**src/hdl/lpsd_pkg.sv**
```systemverilog
// Shared constants, state codes and the result type of the lidar sample decoder.
`default_nettype none

package lpsd_pkg;

	// Header bytes and frame layout.
	localparam logic [7:0] HDR_FIRST  = 8'hAA;
	localparam logic [7:0] HDR_SECOND = 8'h55;
	localparam int unsigned HEADER_LEN = 10;
	localparam logic [11:0] TOTAL_MAX = 12'hFFF;

	// Default configuration of the decoder.
	localparam int unsigned DEF_MAX_PACKET_SAMPLES = 40;
	localparam int unsigned DEF_SCAN_CAPACITY = 320;

	// Result kinds.
	localparam logic KIND_SAMPLE = 1'b0;
	localparam logic KIND_REPORT = 1'b1;

	// Framer phases, one-hot.
	typedef enum logic [4:0] {
		PH_HUNT  = 5'b00001,
		PH_SYNC  = 5'b00010,
		PH_TYPE  = 5'b00100,
		PH_COUNT = 5'b01000,
		PH_BODY  = 5'b10000
	} phase_t;

	// One result as it leaves the framer and waits in the output queue.
	typedef struct packed {
		logic        kind;
		logic [13:0] distance_mm;
		logic [8:0]  position;
		logic [11:0] scan_count;
	} result_t;

endpackage

`default_nettype wire

```
**src/hdl/lpsd_framer.sv**
```systemverilog
// Packet framer: header hunt, sample assembly and scan bookkeeping, one byte per cycle while take is high.
`default_nettype none

module lpsd_framer
	import lpsd_pkg::*;
#(
	parameter int unsigned MAX_PACKET_SAMPLES = DEF_MAX_PACKET_SAMPLES,
	parameter int unsigned SCAN_CAPACITY = DEF_SCAN_CAPACITY
) (
	input  wire logic       clk,
	input  wire logic       arst_n,
	input  wire logic       take,
	input  wire logic [7:0] rx_byte,
	output      logic       res_valid,
	output      result_t    res
);

	phase_t      phase_q, phase_d;
	logic [6:0]  byte_index_q, byte_index_d;
	logic [5:0]  packet_samples_q, packet_samples_d;
	logic        start_packet_q, start_packet_d;
	logic [7:0]  low_byte_hold_q, low_byte_hold_d;
	logic [11:0] scan_total_q, scan_total_d;

	logic [6:0] next_index;
	logic [7:0] end_index;

	assign next_index = byte_index_q + 7'd1;
	assign end_index = 8'(HEADER_LEN) + {1'b0, packet_samples_q, 1'b0};

	// Next state and result for the byte in hand.
	always_comb begin
		phase_d = phase_q;
		byte_index_d = byte_index_q;
		packet_samples_d = packet_samples_q;
		start_packet_d = start_packet_q;
		low_byte_hold_d = low_byte_hold_q;
		scan_total_d = scan_total_q;
		res_valid = 1'b0;
		res = '0;

		unique case (phase_q)
			PH_HUNT: begin
				if (rx_byte == HDR_FIRST) begin
					byte_index_d = 7'd1;
					phase_d = PH_SYNC;
				end
			end
			PH_SYNC: begin
				if (rx_byte == HDR_SECOND) begin
					byte_index_d = 7'd2;
					phase_d = PH_TYPE;
				end else begin
					byte_index_d = '0;
					phase_d = PH_HUNT;
				end
			end
			PH_TYPE: begin
				start_packet_d = rx_byte[0];
				byte_index_d = 7'd3;
				phase_d = PH_COUNT;
			end
			PH_COUNT: begin
				// Oversized packets are abandoned.
				if (rx_byte > 8'(MAX_PACKET_SAMPLES)) begin
					byte_index_d = '0;
					phase_d = PH_HUNT;
				end else begin
					packet_samples_d = rx_byte[5:0];
					byte_index_d = 7'd4;
					phase_d = PH_BODY;
				end
			end
			PH_BODY: begin
				// Sample bytes: even offsets hold the low byte, odd offsets complete a sample.
				if (byte_index_q >= 7'(HEADER_LEN)) begin
					if (!byte_index_q[0]) begin
						low_byte_hold_d = rx_byte;
					end else if (!start_packet_q) begin
						if (scan_total_q < 12'(SCAN_CAPACITY)) begin
							res_valid = 1'b1;
							res.kind = KIND_SAMPLE;
							res.distance_mm = low_byte_hold_q[1] ? 14'd0
								: {rx_byte, low_byte_hold_q[7:2]};
							res.position = scan_total_q[8:0];
						end
						if (scan_total_q < TOTAL_MAX) begin
							scan_total_d = scan_total_q + 12'd1;
						end
					end
				end
				byte_index_d = next_index;
				// End of packet: a scan start packet reports and clears the count.
				if ({1'b0, next_index} == end_index) begin
					if (start_packet_q) begin
						res_valid = 1'b1;
						res.kind = KIND_REPORT;
						res.scan_count = scan_total_q;
						scan_total_d = '0;
					end
					byte_index_d = '0;
					phase_d = PH_HUNT;
				end
			end
			default: begin
				byte_index_d = '0;
				phase_d = PH_HUNT;
			end
		endcase
	end

	// State registers advance only on an accepted byte.
	always_ff @(posedge clk or negedge arst_n) begin
		if (!arst_n) begin
			phase_q <= PH_HUNT;
			byte_index_q <= '0;
			packet_samples_q <= '0;
			start_packet_q <= 1'b0;
			low_byte_hold_q <= '0;
			scan_total_q <= '0;
		end else if (take) begin
			phase_q <= phase_d;
			byte_index_q <= byte_index_d;
			packet_samples_q <= packet_samples_d;
			start_packet_q <= start_packet_d;
			low_byte_hold_q <= low_byte_hold_d;
			scan_total_q <= scan_total_d;
		end
	end

endmodule

`default_nettype wire

```
**src/hdl/lidar_packet_sample_decoder.sv**
```systemverilog
// Top level of the lidar packet sample decoder: framer and two-entry result queue.
`default_nettype none

// The decoder takes one serial byte per clock cycle while not stalled and
// produces at most one result per byte: a distance sample numbered by its
// scan position, or a report of the sample count when a scan start packet
// ends. The framer state updates in the same cycle the byte is accepted, and
// its result is registered into a two-entry output queue whose head drives
// the output side. Input stall rises only while both queue entries hold
// results that the consumer has not taken, so with a free-running consumer
// the block sustains one byte per cycle.
module lidar_packet_sample_decoder
	import lpsd_pkg::*;
#(
	parameter int unsigned MAX_PACKET_SAMPLES = DEF_MAX_PACKET_SAMPLES,
	parameter int unsigned SCAN_CAPACITY = DEF_SCAN_CAPACITY
) (
	input  wire logic        clk,
	input  wire logic        arst_n,
	input  wire logic        in_valid,
	output      logic        in_stall,
	input  wire logic [7:0]  rx_byte,
	output      logic        out_valid,
	input  wire logic        out_stall,
	output      logic        kind,
	output      logic [13:0] distance_mm,
	output      logic [8:0]  position,
	output      logic [11:0] scan_count
);

	logic    take;
	logic    res_valid;
	result_t res;
	logic    push, pop;

	result_t    queue_q [2];
	logic       wr_ptr_q, rd_ptr_q;
	logic [1:0] count_q;

	assign in_stall = (count_q == 2'd2);
	assign take = in_valid && !in_stall;

	lpsd_framer #(
		.MAX_PACKET_SAMPLES(MAX_PACKET_SAMPLES),
		.SCAN_CAPACITY(SCAN_CAPACITY)
	) u_framer (
		.clk(clk),
		.arst_n(arst_n),
		.take(take),
		.rx_byte(rx_byte),
		.res_valid(res_valid),
		.res(res)
	);

	assign push = take && res_valid;
	assign pop = out_valid && !out_stall;

	// Result queue storage.
	always_ff @(posedge clk) begin
		if (push) begin
			queue_q[wr_ptr_q] <= res;
		end
	end

	// Queue pointers and fill count.
	always_ff @(posedge clk or negedge arst_n) begin
		if (!arst_n) begin
			wr_ptr_q <= 1'b0;
			rd_ptr_q <= 1'b0;
			count_q <= '0;
		end else begin
			if (push) begin
				wr_ptr_q <= !wr_ptr_q;
			end
			if (pop) begin
				rd_ptr_q <= !rd_ptr_q;
			end
			if (push && !pop) begin
				count_q <= count_q + 2'd1;
			end else if (pop && !push) begin
				count_q <= count_q - 2'd1;
			end
		end
	end

	// Head of the queue drives the result ports.
	assign out_valid = (count_q != 2'd0);
	assign kind = queue_q[rd_ptr_q].kind;
	assign distance_mm = queue_q[rd_ptr_q].distance_mm;
	assign position = queue_q[rd_ptr_q].position;
	assign scan_count = queue_q[rd_ptr_q].scan_count;

endmodule

`default_nettype wire

```
**config.mk**
```make
export PLATFORM = sky130hd
export DESIGN_NAME = lidar_packet_sample_decoder
export DESIGN_NICKNAME = d
export VERILOG_FILES = /design/src/hdl/lpsd_pkg.sv /design/src/hdl/lpsd_framer.sv /design/src/hdl/lidar_packet_sample_decoder.sv
export SDC_FILE = /design/constraint.sdc
export NUM_CORES = 1
export LEC_CHECK = 0
export ABC_CLOCK_PERIOD_IN_PS = 6040
export BUFFER_PORTS_ARGS = -buffer_cell sky130_fd_sc_hd__clkbuf_2
export CORE_ASPECT_RATIO = 1.5
export CORE_MARGIN = 3
export CORE_UTILIZATION = 40
export CTS_CLUSTER_DIAMETER = 150
export DETAILED_ROUTE_END_ITERATION = 10
export GPL_TIMING_DRIVEN = 0
export SLEW_MARGIN = 20
export SYNTH_ARGS = -nofsm -noshare
export SYNTH_HDL_FRONTEND = slang
export SYNTH_SLANG_ARGS = --single-unit
```
**constraint.sdc**
```tcl
create_clock -name clk -period 6.04 [get_ports clk]
set_input_delay 0.604 -clock clk [delete_from_list [all_inputs] [get_ports clk]]
set_output_delay 0.604 -clock clk [all_outputs]
set_load 0.01 [all_outputs]
```
==> results_dict.tcl <==
set metrics [dict create \
    slew_headroom 0.466 \
    fin_crit_ns 3.28 \
    crit_chain "clkbuf_1 -> inv_1 -> ha_1 -> xnor2_1 -> and3_1 -> o2111ai_2 -> or3_1 -> buf_2 -> a211oi_4 -> buf_6" \
    end_kind "flop" \
    ant_nets 0 \
    status "finished, final reports clean" \
    drt_iter0_drc 132 \
    p_leak_nw 2.64 \
    cts_tree "done" \
    worst_clock_skew_ns 0.00569 \
    drive_gt1_frac 0.311 \
    insertion_delay_ns 0.40 \
    dr.pass1.iters 4 \
    synth_top_area_share 0.394 \
    post_cts_resized 0 \
    ys_warn_count 0 \
    fp.dieW_um 102 \
    ys_seq_area_frac 0.586 \
    vias_per_cell 5.33 \
    final_area_mm2 0.00665 \
    regArea_mm2 0.00321 \
    cts-root-buf "clkbuf_16" \
    ys_seq_elements 114 \
    reg2reg_depth 10 \
    grt_overflow 0 \
    fillerInstances 1146 \
    rsz0062_at_grt "false" \
    hold_violations 0 \
    synth_fp_nets 441 \
    drv_cap 0 \
    period_share 0.542 \
    total_power_mw 1.99 \
    clk_pin_slew_ns 0.05 \
    die_h_um 149 \
    grt_util_all_layers 0.162 \
    cp_num_buf_inv 4 \
    multi_input_comb_area_mm2 0.00218 \
    synth_area_per_cell_um2 12.9 \
    hold_path_class "in2async" \
    core_mm2 0.0132 \
    wire_per_inst_um 16.9 \
    critPathMaxStageDelay_ns 0.58 \
    arrival_ns 3.38 \
    ioPinCount 50 \
    ir_drop_uv 193 \
    synthArstFlopShare 0.368 \
    netlist_area_mm2 0.00549 \
    dieArea_mm2 0.0152 \
    synth_edf_count 72 \
    path_depth 10 \
    routed_wl_um 11300 \
    postCtsHoldBufs 0 \
    grt_max_degree 43 \
    worst-path-max-fanout 11 \
    cts_setup_buffers 0 \
    worstSetupPathType "reg2reg" \
    setup_viol 0 \
    antennaDiodeCount 0 \
    crit_path_start_kind "flop" \
    cts_buffers 17 \
    antenna_found_initial 0 \
    worst_slew_pin_slew_ns 0.796 \
    synthTopCellsByArea "edfxtp_1, dfrtp_1, mux2_2" \
    crit_required_ns 6.15 \
    cts_max_level 4 \
    portBuffers 49 \
    power_density_mw_per_mm2 300 \
    vias 3571 \
    cp_slowest_cell "a211oi_4" \
    crit_family "buffers and inverters" \
    cts_sinks 114 \
    yosysTopAreaCell "edfxtp_1" \
    synthCells 424 \
    syn_to_final_growth_pct 21.1 \
    drv_slew 0 \
    dpl.hpwl_um 8090 \
    nets 515 \
    place_area_mm2 0.00603 \
    grt_pass1_vias 3789 \
    grt_pass1_wl_um 18900 \
    drc 0 \
    yosys_most_used_dff "edfxtp_1" \
    tns_ns 0 \
    num_rows 51 \
    fmax_mhz 305 \
    routabilityCongestion 0.827 \
    ys_types 64 \
    start_util 0.416 \
    clockBufferDepth 2 \
]
==> worst paths after layout <==
path / from / to / slack [ns]
max: u_framer.byte_index_q[0] / queue_q[1][28] / 2.76
min: arst_n / u_framer.phase_q[4] / 0.23
max reg2reg: u_framer.byte_index_q[0] / queue_q[1][28] / 2.76
min reg2reg: count_q[1] / count_q[1] / 0.50
max in group asynchronous: arst_n / u_framer.scan_total_q[1] / 5.40
min in group clk: count_q[1] / count_q[1] / 0.50
==> logic make-up after synthesis <==
kind of cell | share of synthesized area
and+or+nand+nor | 0.156
DFF | 0.586
buffers and inverters | 0.0207
AOI/OAI and AO/OA | 0.0725
muxes | 0.108
xor gates and xnor gates | 0.0458
adders and majority gates | 0.0114
==> Yosys cell counts, drive strengths merged, types with 6 or more instances <==
master  count
clkbuf      9
a21oi      11
dfrtp      41
and2       34
edfxtp     72
mux2       49
xnor2      14
or2         6
nand2      25
buf         7
o21ai      11
inv         9
nor4        9
xor2        7
nor2       28
nor3        8
o211ai      7
nand3      12
==> stage by stage <==
step                hold slack (ns)  setup WS (ns)  instances  utilization
global route                  0.255           2.54        670        0.503
CTS                           0.245           2.74        670        0.503
detailed placement            0.486           2.74        638        0.456
finish                        0.227           2.76        670        0.503
global placement              0.478           1.07        632        0.449
floorplan                     0.308           2.19        424            -
==> power breakdown <==
group | internal, mW | leakage [nW] | switching, mW | total (mW)
registers | 0.836 | 1.21 | 0.00670 | 0.842
clock network | 0.709 | 0.302 | 0.330 | 1.04
logic | 0.0381 | 1.13 | 0.0729 | 0.111
total | 1.58 | 2.64 | 0.410 | 1.99
==> state kept, by name, indices dropped and copies added (netlist names) <==
register	count
queue_q	72
u_framer.scan_total_q	12
u_framer.byte_index_q	7
u_framer.low_byte_hold_q	7
u_framer.packet_samples_q	6
u_framer.phase_q	5
count_q	2
rd_ptr_q	1
u_framer.start_packet_q	1
wr_ptr_q	1
==> worst register-to-register path, stage by stage, from the launching register on <==
cell and delay (ns):
dfrtp_1 0.34, clkbuf_1 0.30, inv_1 0.11, ha_1 0.35
xnor2_1 0.18, and3_1 0.21, o2111ai_2 0.15, or3_1 0.32
buf_2 0.19, a211oi_4 0.58, buf_6 0.25
==> placed cells by master, fill, tap and decap left out, types with 5 or more instances in the layout <==
master / instances
clkbuf_2: 48
edfxtp_1: 72
o211ai_1: 6
ha_1: 5
xor2_1: 7
nor4_1: 7
mux2_2: 49
o21ai_0: 9
inv_1: 9
or3_1: 5
nor3_1: 6
buf_6: 6
nand2_1: 25
xnor2_1: 14
nand4_1: 5
nor2_1: 27
or2_2: 5
a21oi_1: 11
dfrtp_1: 41
nand3_1: 11
clkbuf_16: 17
and2_1: 34
clkbuf_1: 12
==> area by class of cell <==
type                    count  share of cell area
repair buffers             55              0.0486
flip-flops and latches    114               0.484
well taps                 159              0.0299
plain buffers              16              0.0121
inverters                   9             0.00508
clock buffers              22              0.0699
multi-input cells         285               0.327
clock inverters            10              0.0233
==> routing by layer <==
layer	routed length, um	track usage
met2	6180	0.286
met4	205	0.0665
met1	4470	0.181
met3	457	0.0448
met5	0	0
Note: power is estimated with default switching activity, not from simulation.
